**config.mk**
```make
export PLATFORM = sky130hd
export DESIGN_NAME = cfb_blend
export DESIGN_NICKNAME = d
export VERILOG_FILES = /design/src/rtl/cfb_pkg.sv /design/src/rtl/cfb_blend.sv
export SDC_FILE = /design/constraint.sdc
export NUM_CORES = 1
export LEC_CHECK = 0
export BUFFER_PORTS_ARGS = -buffer_cell sky130_fd_sc_hd__buf_2
export CORE_MARGIN = 2
export CORE_UTILIZATION = 55
export CTS_CLUSTER_DIAMETER = 40
export DETAILED_ROUTE_END_ITERATION = 8
export MAX_ROUTING_LAYER = met4
export PLACE_DENSITY_LB_ADDON = 0.3
export SLEW_MARGIN = 20
export SYNTH_ARGS = -nofsm -noshare
export SYNTH_HDL_FRONTEND = slang
export SYNTH_SLANG_ARGS = --single-unit
```
**constraint.sdc**
```tcl
create_clock -name clk -period 9.29 [get_ports clk]
set_input_delay 1.3935 -clock clk [delete_from_list [all_inputs] [get_ports clk]]
set_output_delay 1.3935 -clock clk [all_outputs]
set_load 0.02 [all_outputs]
```
**src/rtl/cfb_pkg.sv**
```systemverilog
// -----------------------------------------------------------------------------
// cfb_pkg
// Shared types and constants for the clipped frame-buffer alpha blender.
// -----------------------------------------------------------------------------
package cfb_pkg;

	// frame geometry
	localparam int FRAME_WIDTH  = 256;
	localparam int FRAME_HEIGHT = 256;
	localparam int STORE_DEPTH  = FRAME_WIDTH * FRAME_HEIGHT;
	localparam int ADDR_W       = (STORE_DEPTH > 1) ? $clog2(STORE_DEPTH) : 1;

	// field widths
	localparam int PIX_W   = 32;
	localparam int COORD_W = 16;
	localparam int CLIP_W  = 9;
	localparam int KIND_W  = 2;
	localparam int APB_AW  = 4;
	localparam int APB_DW  = 32;

	// item kinds; bit 1 set means a read (kind three included)
	localparam logic [KIND_W-1:0] KIND_BLEND   = 2'd0;
	localparam logic [KIND_W-1:0] KIND_REPLACE = 2'd1;
	localparam int                KIND_READ_BIT = 1;

	// register indexes
	localparam logic [1:0] REG_CLIP_LEFT   = 2'd0;
	localparam logic [1:0] REG_CLIP_TOP    = 2'd1;
	localparam logic [1:0] REG_CLIP_RIGHT  = 2'd2;
	localparam logic [1:0] REG_CLIP_BOTTOM = 2'd3;

	// blend masks
	localparam logic [PIX_W-1:0] RB_MASK   = 32'h00ff00ff;
	localparam logic [PIX_W-1:0] G_MASK    = 32'h0000ff00;
	localparam logic [8:0]       ALPHA_ONE = 9'h100;

	typedef struct packed {
		logic [CLIP_W-1:0] left;
		logic [CLIP_W-1:0] top;
		logic [CLIP_W-1:0] right;
		logic [CLIP_W-1:0] bottom;
	} clip_regs_t;

endpackage

```
**src/rtl/cfb_blend.sv**
```systemverilog
// -----------------------------------------------------------------------------
// cfb_blend
// Source-over blend: products registered, then sums and repack.
// -----------------------------------------------------------------------------
module cfb_blend
	import cfb_pkg::*;
(
	input  logic             clk,
	input  logic             load,
	input  logic [PIX_W-1:0] old_pixel,
	input  logic [PIX_W-1:0] src_colour,
	output logic [PIX_W-1:0] held_pixel,
	output logic [PIX_W-1:0] blended
);

	logic [7:0]       ta;
	logic [PIX_W-1:0] drb;
	logic [PIX_W-1:0] dg;

	logic [PIX_W-1:0] old_s2;
	logic [7:0]       ta_s2;
	logic [PIX_W-1:0] prod_rb_s2;
	logic [PIX_W-1:0] prod_g_s2;
	logic [15:0]      prod_a_s2;

	logic [PIX_W-1:0] rb_sum;
	logic [PIX_W-1:0] g_sum;
	logic [7:0]       a_sum;

	assign ta  = src_colour[31:24];
	// differences wrap mod 2^32
	assign drb = (src_colour & RB_MASK) - (old_pixel & RB_MASK);
	assign dg  = (src_colour & G_MASK) - (old_pixel & G_MASK);

	always_ff @(posedge clk) begin
		if (load) begin
			old_s2     <= old_pixel;
			ta_s2      <= ta;
			prod_rb_s2 <= PIX_W'(drb * PIX_W'(ta));
			prod_g_s2  <= PIX_W'(dg * PIX_W'(ta));
			prod_a_s2  <= 16'(16'(old_pixel[31:24]) * (16'(ALPHA_ONE) - 16'(ta)));
		end
	end

	assign rb_sum = (old_s2 & RB_MASK) + (prod_rb_s2 >> 8);
	assign g_sum  = (old_s2 & G_MASK) + (prod_g_s2 >> 8);
	assign a_sum  = ta_s2 + prod_a_s2[15:8];

	assign blended    = (rb_sum & RB_MASK) | (g_sum & G_MASK) | {a_sum, 24'h000000};
	assign held_pixel = old_s2;

endmodule

```
==> flow_summary.ini <==
[outcome]
status = completed

[sta]
worst_slack_ps = 1110
slew_violations = 0
finalSetupViolations = 0
finalCriticalPeriod_ps = 8180
max_freq_mhz = 122
rsz0062_at_grt = false
period_share_pct = 88.1
tns_ps = 0
final-hold-violation-count = 0
max_slew_margin_pct = 40.6
tightest_slew_ps = 891

[critical_path]
cp-start-kind = primary input
critPathMaxFanout = 8
critPathSlowestCell = xor2_1
crit_required_ps = 9410
crit_path_max_incr_delay_ps = 610
path_buf_inv = 5
cp.arrival_ps = 8300
cp_top_family = adder cells
crit_type = primary input to register
endpoint_kind = register

[global_routing]
grt_pass1_vias = 12500
gr-usage-all-layers_pct = 24.9
antenna_found_initial = 0
grt_pass1_wl_um = 58900
met3_usage_pct = 2.66
grt_start_max_net_pins = 45
use_met1_pct = 30.8
gr-total-overflow = 0
gr-max-usage-layer = met2
use_met2_pct = 43.4

[final_layout]
final_util_pct = 60.9
multi_input_area_um2 = 11700
finalNonFillerCells = 2176
layout-drive-gt1-share_pct = 9.12
regArea_um2 = 2400
nets = 2284
antenna_cells = 0
syn2layout_area_growth_pct = 8.45
fill_cells = 2436

[yosys]
syn_area_per_cell_um2 = 9.29
yosysMostFrequentCell = inv_1
yosysWarnings = 0
syn_nets = 2179
ys_seq_area_share_pct = 15.3
synthTopCellsByCount = inv_1 (386), fa_1 (251), nand2_1 (175), ha_1 (174), and2_1 (154)
synth_top_area_share_pct = 32.1
synth_edf_count = 80
synth_cells = 1688
async_reset_ff_share_pct = 0
ys_types = 59
synth_seq_cells = 80
synth_flop_cell = edfxtp_1
ys_top_cells_by_area = fa_1 (32%), edfxtp_1 (15%), ha_1 (14%)
mappedNetlistArea_um2 = 15700
synth_top_cell_by_area = fa_1

[cts]
cts-root-buf = clkbuf_16
cts_hold_buf = 0
htree_num_levels = 3
cts-resized-gates = 0
postCtsSetupBuffers = 0
clockBufferDepth = 2
cts_tree = yes
cts.sinks = 80
path_clk_slew_ps = 70
numCtsBuffers = 9

[power_and_ir_drop]
total_power_mw = 6.79
ir_drop_uv = 281
power.leakage_nw = 8.73
power.density_nw_per_um2 = 400

[placed_design]
place_ws_ps = 804
dp_hpwl_um = 27000
port_buffers = 129
place_inst = 2160
routabilityCongestion = 0.863

[hold_path]
hp-class = primary input to register

[routing]
detail-route-antenna-nets = 0
first_pass_iters = 5
drc = 0
first_iter_violations = 595
via_per_inst = 5.29
wl_um = 34300
vias = 11500
wl_per_cell_um = 15.8

[floorplanning]
io_pins = 130
die_h_um = 173
initial_core_util_pct = 56.1
die_area_um2 = 29900
die_w_um = 173
rows = 61
core_um2 = 27900

[run]
drv_cap = 0
[routing by layer]
layer | up-vias | part of all wire (%)
li1 | 5434 | -
met4 | 0 | 2.0
met1 | 5802 | 43
met3 | 51 | 3.6
met2 | 224 | 51
met5 | - | 0
[stage by stage]
stage               hold slack (ps)  area, um2
CTS                            1200      17000
floorplan                      1490      15700
detailed placement             1590      16700
global route                   1210      17000
finish                         1210      17000
global placement               1580      16700
[cell type report]
class,count,area share (%)
sequential,80,14.1
timing repair buffer,135,4.08
clock inverter,7,0.508
inverter,386,8.52
clock buffer,9,1.32
tap,378,2.78
multi-input combinational,1181,68.7
[state kept, by name (all words and copies together), names as in the netlist]
register,cells
held_pixel,32
prod_a_s2,8
prod_g_s2,8
prod_rb_s2,24
ta_s2,8
[logic make-up (layout without fill, tap and decap cells)]
group	Yosys count	count (layout)	share of synthesized area [%]
xor+xnor	94	94	5.25
compound gates	150	150	6.37
mux	8	8	0.543
buf+inv	427	537	10.2
fa+ha+maj	425	425	45.9
flops	80	80	15.3
simple gates	504	504	16.3
[final timing paths]
kind                       from                        to  slack (ps)  cells past startpoint
setup / recovery   old_pixel[1]  prod_rb_s2[30]$_DFFE_PP_        1110                     27
hold / removal    old_pixel[13]  held_pixel[13]$_DFFE_PP_        1210                      1
[cell usage in the layout (no fill, tap or decap), types with 7 or more instances in the layout]
cell type	netlist	final
xor2_1	25	25
o21a_1	14	14
nor2_1	54	54
nand2b_1	13	13
o21ai_0	24	24
a21oi_1	35	35
edfxtp_1	80	80
fa_1	251	251
clkbuf_16	0	9
nand3_1	21	21
nor2b_1	22	22
inv_1	386	386
o21bai_1	11	11
xnor2_1	69	69
buf_4	0	7
nand2_1	175	175
a21o_1	19	19
or3_1	9	9
and3_1	13	13
and2_1	154	154
nor3_1	21	21
buf_2	0	128
ha_1	174	174
[where the power goes]
| group | total [mW] | leakage (nW) | switching (mW) | internal, mW |
|---|---|---|---|---|
| combinational | 5.57 | 7.79 | 3.19 | 2.38 |
| clock | 0.392 | 0.153 | 0.159 | 0.233 |
| sequential | 0.832 | 0.783 | 0.0402 | 0.792 |
| total | 6.79 | 8.73 | 3.39 | 3.40 |
Note: power is estimated with default switching activity, not from simulation.
