**src/rtl/cfb_pkg.sv**
```systemverilog
// -----------------------------------------------------------------------------
// cfb_pkg
// Shared types and constants for the clipped frame-buffer alpha blender.
// -----------------------------------------------------------------------------
package cfb_pkg;

	// frame geometry
	localparam int FRAME_WIDTH  = 256;
	localparam int FRAME_HEIGHT = 256;
	localparam int STORE_DEPTH  = FRAME_WIDTH * FRAME_HEIGHT;
	localparam int ADDR_W       = (STORE_DEPTH > 1) ? $clog2(STORE_DEPTH) : 1;

	// field widths
	localparam int PIX_W   = 32;
	localparam int COORD_W = 16;
	localparam int CLIP_W  = 9;
	localparam int KIND_W  = 2;
	localparam int APB_AW  = 4;
	localparam int APB_DW  = 32;

	// item kinds; bit 1 set means a read (kind three included)
	localparam logic [KIND_W-1:0] KIND_BLEND   = 2'd0;
	localparam logic [KIND_W-1:0] KIND_REPLACE = 2'd1;
	localparam int                KIND_READ_BIT = 1;

	// register indexes
	localparam logic [1:0] REG_CLIP_LEFT   = 2'd0;
	localparam logic [1:0] REG_CLIP_TOP    = 2'd1;
	localparam logic [1:0] REG_CLIP_RIGHT  = 2'd2;
	localparam logic [1:0] REG_CLIP_BOTTOM = 2'd3;

	// blend masks
	localparam logic [PIX_W-1:0] RB_MASK   = 32'h00ff00ff;
	localparam logic [PIX_W-1:0] G_MASK    = 32'h0000ff00;
	localparam logic [8:0]       ALPHA_ONE = 9'h100;

	typedef struct packed {
		logic [CLIP_W-1:0] left;
		logic [CLIP_W-1:0] top;
		logic [CLIP_W-1:0] right;
		logic [CLIP_W-1:0] bottom;
	} clip_regs_t;

endpackage

```
**src/rtl/cfb_cfg.sv**
```systemverilog
// -----------------------------------------------------------------------------
// cfb_cfg
// APB register file holding the clip rectangle.
// -----------------------------------------------------------------------------
module cfb_cfg
	import cfb_pkg::*;
(
	input  logic              clk,
	input  logic              arst_n,
	input  logic              psel,
	input  logic              penable,
	input  logic              pwrite,
	input  logic [APB_AW-1:0] paddr,
	input  logic [APB_DW-1:0] pwdata,
	output logic [APB_DW-1:0] prdata,
	output logic              pready,
	output clip_regs_t        clip
);

	clip_regs_t   clip_q;
	logic         wr_en;
	logic [1:0]   idx;

	assign pready = 1'b1;
	assign idx    = paddr[3:2];
	assign wr_en  = psel && penable && pwrite && pready;

	always_ff @(posedge clk or negedge arst_n) begin
		if (!arst_n) begin
			clip_q.left   <= '0;
			clip_q.top    <= '0;
			clip_q.right  <= CLIP_W'(256);
			clip_q.bottom <= CLIP_W'(256);
		end else if (wr_en) begin
			case (idx)
				REG_CLIP_LEFT:   clip_q.left   <= pwdata[CLIP_W-1:0];
				REG_CLIP_TOP:    clip_q.top    <= pwdata[CLIP_W-1:0];
				REG_CLIP_RIGHT:  clip_q.right  <= pwdata[CLIP_W-1:0];
				REG_CLIP_BOTTOM: clip_q.bottom <= pwdata[CLIP_W-1:0];
				default: ;
			endcase
		end
	end

	always_comb begin
		case (idx)
			REG_CLIP_LEFT:   prdata = APB_DW'(clip_q.left);
			REG_CLIP_TOP:    prdata = APB_DW'(clip_q.top);
			REG_CLIP_RIGHT:  prdata = APB_DW'(clip_q.right);
			REG_CLIP_BOTTOM: prdata = APB_DW'(clip_q.bottom);
			default:         prdata = '0;
		endcase
	end

	assign clip = clip_q;

endmodule

```
**config.mk**
```make
export PLATFORM = sky130hd
export DESIGN_NAME = cfb_cfg
export DESIGN_NICKNAME = d
export VERILOG_FILES = /design/src/rtl/cfb_pkg.sv /design/src/rtl/cfb_cfg.sv
export SDC_FILE = /design/constraint.sdc
export NUM_CORES = 1
export LEC_CHECK = 0
export BUFFER_PORTS_ARGS = -buffer_cell sky130_fd_sc_hd__buf_2
export CAP_MARGIN = 0
export CORE_MARGIN = 2
export CORE_UTILIZATION = 30
export CTS_BUF_LIST = sky130_fd_sc_hd__clkbuf_4 sky130_fd_sc_hd__clkbuf_8
export CTS_CLUSTER_DIAMETER = 150
export DETAILED_ROUTE_END_ITERATION = 16
export PLACE_DENSITY = 0.63
export SYNTH_ARGS = -nofsm -noshare
export SYNTH_HDL_FRONTEND = slang
export SYNTH_SLANG_ARGS = --single-unit
```
**constraint.sdc**
```tcl
create_clock -name clk -period 2.6 [get_ports clk]
set_clock_uncertainty 0.1 [all_clocks]
set_input_delay 0.52 -clock clk [delete_from_list [all_inputs] [get_ports clk]]
set_output_delay 0.52 -clock clk [all_outputs]
set_load 0.05 [all_outputs]
```
==> flow_summary.toml, run 1 <==
[outcome]
status = "complete, no violations"

[synth]
synthDistinctLibCells = 15
netlist_top_cells_area = "dfrtp_1, mux2_4, mux2_2"
synthCells = 116
synth_top_cell_by_area = "dfrtp_1"
synth_area_mm2 = 0.001892
avgSynthCellArea_um2 = 16.31
yosys_register_bits = 36
ys_warn_count = 0
yosysSeqAreaShare_pct = 47.75
synth_top_area_share_pct = 44.97

[drt]
vias_per_cell = 4.402
vias = 1118
drtIter0Drc = 24
drc = 0
dr.pass1.iters = 4
wl_per_cell_um = 15.04
drt-total-wl_um = 3819
ant_nets = 0

[place]
detailed_place_hpwl_um = 2600
post-place-ws_ns = 0.2017
port_buffers = 60
gp_congestion = 0.6885

[grt]
antenna_found_initial = 0
overflow = 0
grt_usage_pct = 11.04
grt_max_degree = 37
grt_pass1_vias = 1098
grt_pass1_wl_um = 5913

[worst_setup_path]
rr_startpoint = "clip[29]"
crit_buf_inv = 2
endpoint = "prdata[2]"
worstSetupEndpointType = "output port"
slowest_stage = "mux4_1"
arrival_ns = 1.73
cp.depth = 3
critPathMostFrequentCell = "buf_2"
r2r_setup_slack_ns = 1.72
reg2reg_depth = 1
slowest_delay_ns = 0.61
cpLargestDelayFamily = "multiplexers"
cp_data_required_time_ns = 1.98
crit_start = "paddr[2]"
crit_chain = "buf_2 -> mux4_1 -> buf_2"
regToRegEndpoint = "clip[29]"
cp_max_fo = 13
start_kind = "input pin"
crit_type = "input pin to output port"

[clocking]
clk_path_buf_depth = 2
htreeDepth = 2
ctsResizeCount = 0
hold_buffers = 0
cts_tree = "built"
clkTransAtPathRegs_ns = 0.07
clk_latency_ns = 0.28
cts_setup_buffers = 0
cts_buffers = 5
clock_sinks = 36
cts_root_buf = "clkbuf_8"

[sta]
fin_hold_ws_ns = 0.2177
relSlewSlack_pct = 46.80
hold_viol_final = 0
rsz0062_at_grt = "false"
tightestPinTransition_ns = 0.7980
fin_crit_sh_pct = 90.42
worst_slack_ns = 0.2490
setup_viol_count_final = 0
fmax_mhz = 425.3
min_period_ns = 2.351
slew_viol_final = 0
tns_ns = 0

[power_and_ir_drop]
power_mw = 2.322
powerDensity_mw_per_mm2 = 1035
ir_worst_vdd_mv = 0.5133
power_leakage_nw = 1.135

[floorplanning]
start_util_pct = 31.58
die_h_um = 83.41
rows = 28
ios = 110
core_mm2 = 0.005991
dieWidth_um = 83.41
die-area_mm2 = 0.006957

[worst_hold_path]
hold_path.class = "input pin to asynchronous set/reset pin"

[layout]
drive_gt1_share_pct = 63.69
diodes = 0
nNetsFinal = 219
largest_reg_flops = 36
syn2layout_area_growth_pct = 18.58

[run]
cap_violations = 0
-- report_power, final --
| part | internal, mW | switching (mW) |
|---|---|---|
| Combinational | 0.310 | 0.828 |
| Sequential | 0.697 | 0.0937 |
| Clock | 0.198 | 0.196 |
| Total | 1.20 | 1.12 |
-- metal layers --
layer  up-vias  part of all wire [%]  global-route usage, %
li1        500                     -                      -
met2        58                    45                  16.28
met4         0                  0.16                  2.639
met1       558                    46                  15.49
met3         2                   8.7                  4.076
met5         -                     0                      0
-- worst min path at each step --
stage,start,endpoint,slack [ns],cells after the start
after floorplan,arst_n,clip[0],0.12,0
after global placement,clip[23],clip[23],0.41,1
after detailed placement,clip[19],clip[19],0.41,1
after CTS,arst_n,clip[1],0.24,1
after global routing,arst_n,clip[26],0.29,1
final,arst_n,clip[24],0.22,1
-- cells in the mapped netlist, drive strengths merged --
cell / instances
mux2: 36
dfrtp: 34
buf: 27
mux4: 9
conb: 2
dfstp: 2
and3: 1
and3b: 1
clkbuf: 1
nand3: 1
nand3b: 1
nor3b: 1
-- per-stage QoR --
step | instance area [um^2] | util (%) | std cells
6_report | 2243 | 37.45 | 254
5_1_grt | 2243 | 37.45 | 254
4_1_cts | 2243 | 37.45 | 254
3_5_place_dp | 2155 | 35.96 | 246
3_3_place_gp | 2155 | 35.96 | 246
2_1_floorplan | 1974 | - | 138
-- layout by cell type, fill, tap and decap left out --
cell | netlist | routed
buf_2 | 0 | 60
dfrtp_1 | 34 | 34
conb_1 | 2 | 24
mux2_2 | 18 | 18
mux2_4 | 18 | 18
mux4_1 | 6 | 6
clkbuf_8 | 0 | 5
mux4_2 | 3 | 3
dfstp_2 | 2 | 2
and3_4 | 1 | 1
nand3b_2 | 1 | 1
and3b_1 | 1 | 1
nand3_4 | 1 | 1
nor3b_2 | 1 | 1
clkbuf_4 | 1 | 1
clkinvlp_4 | 0 | 1
clkinv_2 | 0 | 1
buf_4 | 24 | 1
-- cells by family after synthesis --
logic type | synth area share, %
other | 0.3970
multiplexers | 36.90
buffers and inverters | 11.71
flip-flops | 47.75
AND/OR/NAND/NOR | 3.241
-- final cells by class --
| class | count | area, um^2 |
|---|---|---|
| fill | 584 | 3747 |
| multi-input combinational | 74 | 849.6 |
| sequential | 36 | 903.4 |
| tap | 75 | 93.84 |
| clock buffer | 6 | 76.32 |
| clock inverter | 2 | 12.51 |
| timing repair buffer | 61 | 307.8 |
(Power assumes the default switching activity.)
==> run 2: changes to the inputs <==
--- a/config.mk
+++ b/config.mk
@@ -7,12 +7,14 @@
 export LEC_CHECK = 0
 export BUFFER_PORTS_ARGS = -buffer_cell sky130_fd_sc_hd__buf_2
 export CAP_MARGIN = 0
+export CELL_PAD_IN_SITES_DETAIL_PLACEMENT = 0
+export CELL_PAD_IN_SITES_GLOBAL_PLACEMENT = 1
 export CORE_MARGIN = 2
 export CORE_UTILIZATION = 30
 export CTS_BUF_LIST = sky130_fd_sc_hd__clkbuf_4 sky130_fd_sc_hd__clkbuf_8
 export CTS_CLUSTER_DIAMETER = 150
 export DETAILED_ROUTE_END_ITERATION = 16
-export PLACE_DENSITY = 0.63
+export PLACE_DENSITY = 0.77
 export SYNTH_ARGS = -nofsm -noshare
 export SYNTH_HDL_FRONTEND = slang
 export SYNTH_SLANG_ARGS = --single-unit
==> constraint.sdc (replaced) <==
create_clock -name clk -period 3 [get_ports clk]
set_clock_uncertainty 0.1 [all_clocks]
set_input_delay 0.6 -clock clk [delete_from_list [all_inputs] [get_ports clk]]
set_output_delay 0.6 -clock clk [all_outputs]
set_load 0.05 [all_outputs]
==> flow_summary.toml, run 2 (synthesis gave the netlist of run 1 again) <==
[sta]
worst_slack_ns = 0.4695
min_period_ns = 2.531
tns_ns = 0
setup_viol_count_final = 0
slew_viol_final = 0
rsz0062_at_grt = "false"
relSlewSlack_pct = 45.52
fin_crit_sh_pct = 84.35
hold_viol_final = 0
fin_hold_ws_ns = 0.3125
fmax_mhz = 395.2
tightestPinTransition_ns = 0.8172

[power_and_ir_drop]
power.switching_uw = 962.0
powerDensity_mw_per_mm2 = 900.2
p_int_mw = 1.078
comb_power_share_pct = 48.4
clock_power_share_pct = 18.0
power.share.switching_pct = 47.17
seq_power_share_pct = 33.6
ir_worst_vdd_mv = 0.4280
power_leakage_nw = 1.151
power_mw = 2.040

[place]
placedCellCount = 248
gp_congestion = 0.6404
detailed_place_hpwl_um = 2769
post_dp_cell_area_mm2 = 0.002170
post-place-ws_ns = 0.4524
port_buffers = 60

[layout]
drive_gt1_share_pct = 63.89
fin_cells = 255
largest_reg_flops = 36
post-route-util_pct = 37.82
nNetsFinal = 221
final_common_cell = "buf_2"
layout_common_cells = "buf_2, dfrtp_1, conb_1"
diodes = 0
syn2layout_area_growth_pct = 19.77
final_cell_area_mm2 = 0.002266

[clocking]
cts_setup_buffers = 0
cts_tree = "built"
clock_sinks = 36
cts_root_buf = "clkbuf_8"
clk_path_buf_depth = 2
htreeDepth = 2
clk_latency_ns = 0.28
cts_buffers = 5
ctsResizeCount = 0
clkTransAtPathRegs_ns = 0.07
hold_buffers = 0

[grt]
grt_usage_pct = 11.68
antenna_found_initial = 0
grt_pass1_wl_um = 6258
overflow = 0
grt_max_degree = 37
grt_pass1_vias = 1140

[drt]
drt-total-wl_um = 4031
drc = 0
dr.pass1.iters = 2
wl_per_cell_um = 15.81
ant_nets = 0
vias_per_cell = 4.506
vias = 1149
drtIter0Drc = 18

[floorplanning]
die-area_mm2 = 0.006957
ios = 110
dieWidth_um = 83.41
rows = 28
die_h_um = 83.41
start_util_pct = 31.58
core_mm2 = 0.005991

[worst_setup_path]
start_kind = "input pin"
crit_type = "input pin to output port"
rr_startpoint = "clip[9]"
crit_start = "paddr[2]"
cp_data_required_time_ns = 2.30
worstSetupEndpointType = "output port"
cp_max_fo = 13
arrival_ns = 1.83

[run]
cap_violations = 0

[worst_hold_path]
hold_path.class = "input pin to asynchronous set/reset pin"

[outcome]
status = "complete, no violations"
run 2: cell types whose count changed in the layout (fill, tap and decap cells not counted), sizes merged:
| cell | before | now |
|---|---|---|
| clkbuf | 6 | 7 |
| clkinv | 1 | 0 |
| buf | 61 | 63 |
| clkinvlp | 1 | 0 |
run 2: path summary, 6_finish.rpt:
check | endpoint | slack (ns) | cells past startpoint
worst max-delay path | prdata[0] | 0.47 | 3
min in group clk | clip[20] | 0.42 | 1
worst min register to register | clip[20] | 0.42 | 1
worst max register to register | clip[9] | 2.10 | 1
max in group asynchronous | clip[34] | 1.98 | 1
worst min-delay path | clip[33] | 0.31 | 1
run 2: layout make-up:
class,instances,area [um^2]
Clock buffer,7,96.34
Timing Repair Buffer,63,322.8
Sequential cell,36,903.4
Tap cell,75,93.84
Fill cell,588,3725
Multi-Input combinational cell,74,849.6
run 2: power by group through the flow:
stage / combinational, mW / sequential (mW) / clock, mW
after detailed placement: 0.995 / 0.695 / 0
after floorplan: 0.417 / 1.08 / 0
after CTS: 0.997 / 0.687 / 0.383
after global placement: 0.989 / 0.690 / 0
after global routing: 1.02 / 0.703 / 0.404
final: 0.987 / 0.685 / 0.367
run 2: critical path, stage by stage:
cell,delay [ns]
buf_2,0.38
mux4_1,0.62
buf_2,0.23
run 2: layer usage:
layer  track usage [%]  up-vias  part of all wire [%]
met2             20.67       50                    51
met1             13.73      593                    41
met5                 0        -                     0
li1                  -      501                     -
met3             3.579        5                   6.6
met4             3.079        0                  0.60
==> run 3: changes to the inputs <==
--- a/config.mk
+++ b/config.mk
@@ -14,7 +14,7 @@
 export CTS_BUF_LIST = sky130_fd_sc_hd__clkbuf_4 sky130_fd_sc_hd__clkbuf_8
 export CTS_CLUSTER_DIAMETER = 150
 export DETAILED_ROUTE_END_ITERATION = 16
-export PLACE_DENSITY = 0.77
+export PLACE_DENSITY = 0.79
 export SYNTH_ARGS = -nofsm -noshare
 export SYNTH_HDL_FRONTEND = slang
 export SYNTH_SLANG_ARGS = --single-unit
==> constraint.sdc (replaced) <==
create_clock -name clk -period 2.19 [get_ports clk]
set_clock_uncertainty 0.1 [all_clocks]
set_input_delay 0.438 -clock clk [delete_from_list [all_inputs] [get_ports clk]]
set_output_delay 0.438 -clock clk [all_outputs]
set_load 0.05 [all_outputs]
==> flow_summary.toml, run 3 (synthesis gave the netlist of run 1 again) <==
[outcome]
status = "complete, no violations"

[clocking]
cts_root_buf = "clkbuf_8"
hold_buffers = 0
clk_path_buf_depth = 2
clkTransAtPathRegs_ns = 0.07
clk_latency_ns = 0.28
clock_sinks = 36
cts_tree = "built"
htreeDepth = 2
cts_buffers = 5

[worst_setup_path]
crit_type = "input pin to output port"
cpLargestDelayFamily = "multiplexers"
slowest_delay_ns = 0.59
crit_buf_inv = 2
slowest_stage = "mux4_1"
cp_max_fo = 10
worstSetupEndpointType = "output port"
cp_data_required_time_ns = 1.65
start_kind = "input pin"
arrival_ns = 1.52
crit_chain = "clkbuf_4 -> mux4_1 -> buf_2"

[sta]
fmax_mhz = 486.7
setup_viol_count_final = 0
rsz0062_at_grt = "false"
hold_viol_final = 0
min_period_ns = 2.055
slew_viol_final = 0
fin_hold_ws_ns = 0.1329
fin_crit_sh_pct = 93.82
tns_ns = 0
tightestPinTransition_ns = 0.7961
relSlewSlack_pct = 46.93

[grt]
antenna_found_initial = 0
grt_max_degree = 37
grt_usage_pct = 11.54
overflow = 0
grt_pass1_vias = 1123
grt_pass1_wl_um = 6058

[layout]
diodes = 0
largest_reg_flops = 36
multiInputGateArea_um2 = 849.6
fin_cells = 257
nNetsFinal = 222
layout_common_cells = "buf_2, dfrtp_1, conb_1"
final_common_cell = "buf_2"
final_cell_area_mm2 = 0.002272
drive_gt1_share_pct = 64.29
n_fill_cell = 587
syn2layout_area_growth_pct = 20.11
ff_latch_area_um2 = 903.4

[drt]
drc = 0
ant_nets = 0
vias_per_cell = 4.428
wl_per_cell_um = 15.67
drtIter0Drc = 13
dr.pass1.iters = 4
vias = 1138
drt-total-wl_um = 4028

[place]
post_dp_cell_area_mm2 = 0.002177
port_buffers = 60
placedCellCount = 249
gp_congestion = 0.6304

[floorplanning]
dieWidth_um = 83.41
die-area_mm2 = 0.006957
start_util_pct = 31.58
core_mm2 = 0.005991
die_h_um = 83.41
ios = 110
rows = 28

[power_and_ir_drop]
powerDensity_mw_per_mm2 = 1225
ir_worst_vdd_mv = 0.5997
power_leakage_nw = 1.157

[worst_hold_path]
hold_path.class = "input pin to asynchronous set/reset pin"

[run]
cap_violations = 0
==> run 3: cell types whose count changed in the layout (fill, tap and decap cells not counted) <==
cell,change
buf_4,+1
clkinv_2,+2
clkbuf_8,-1
clkbuf_4,+1
buf_2,-1
==> run 3: final cells by class <==
type / count / share of cell area [%]
Multi-Input combinational cell: 74 / 37.39
Sequential cell: 36 / 39.76
Tap cell: 75 / 4.130
Timing Repair Buffer: 64 / 14.65
Clock inverter: 2 / 0.4405
Clock buffer: 6 / 3.634
==> run 3: repair_timing <==
item,4_1_cts,5_1_grt
gates resized for setup,0,1
endpoints found under the hold margin,0,0
buffers inserted,0,0
endpoints found under the setup margin,0,2
==> run 3: final timing paths <==
kind	cells after the start	slack, ns	startpoint	to
max	3	0.14	paddr[2]	prdata[0]
min	1	0.13	arst_n	clip[32]
max reg2reg	1	1.31	clip[34]	clip[34]
min reg2reg	1	0.42	clip[1]	clip[1]
max in group asynchronous	1	1.35	arst_n	clip[12]
min in group clk	2	0.33	pwdata[0]	clip[9]
==> run 3: per-layer routing <==
metal,track usage [%],vias to the layer above,wire length (um)
li1,-,505,-
met1,13.88,575,1659
met2,19.72,50,2062
met3,3.082,8,246
met4,4.399,0,59
met5,0,-,0
==> run 3: metrics by stage <==
step	total power [mW]	setup WS [ns]	utilization (%)
2_1_floorplan	2.058	0.2662	-
4_1_cts	2.821	0.02608	37.89
6_report	2.784	0.1353	37.93
5_1_grt	2.903	0.08340	37.93
3_3_place_gp	2.299	0.03103	36.34
3_5_place_dp	2.319	0.02879	36.34
==> run 3: report_power, final <==
part	switching (mW)	internal [mW]	total, mW	leakage (nW)
sequential	0.112	0.827	0.939	0.438
clock	0.239	0.251	0.490	0.0510
combinational	0.984	0.371	1.36	0.668
total	1.34	1.45	2.78	1.16
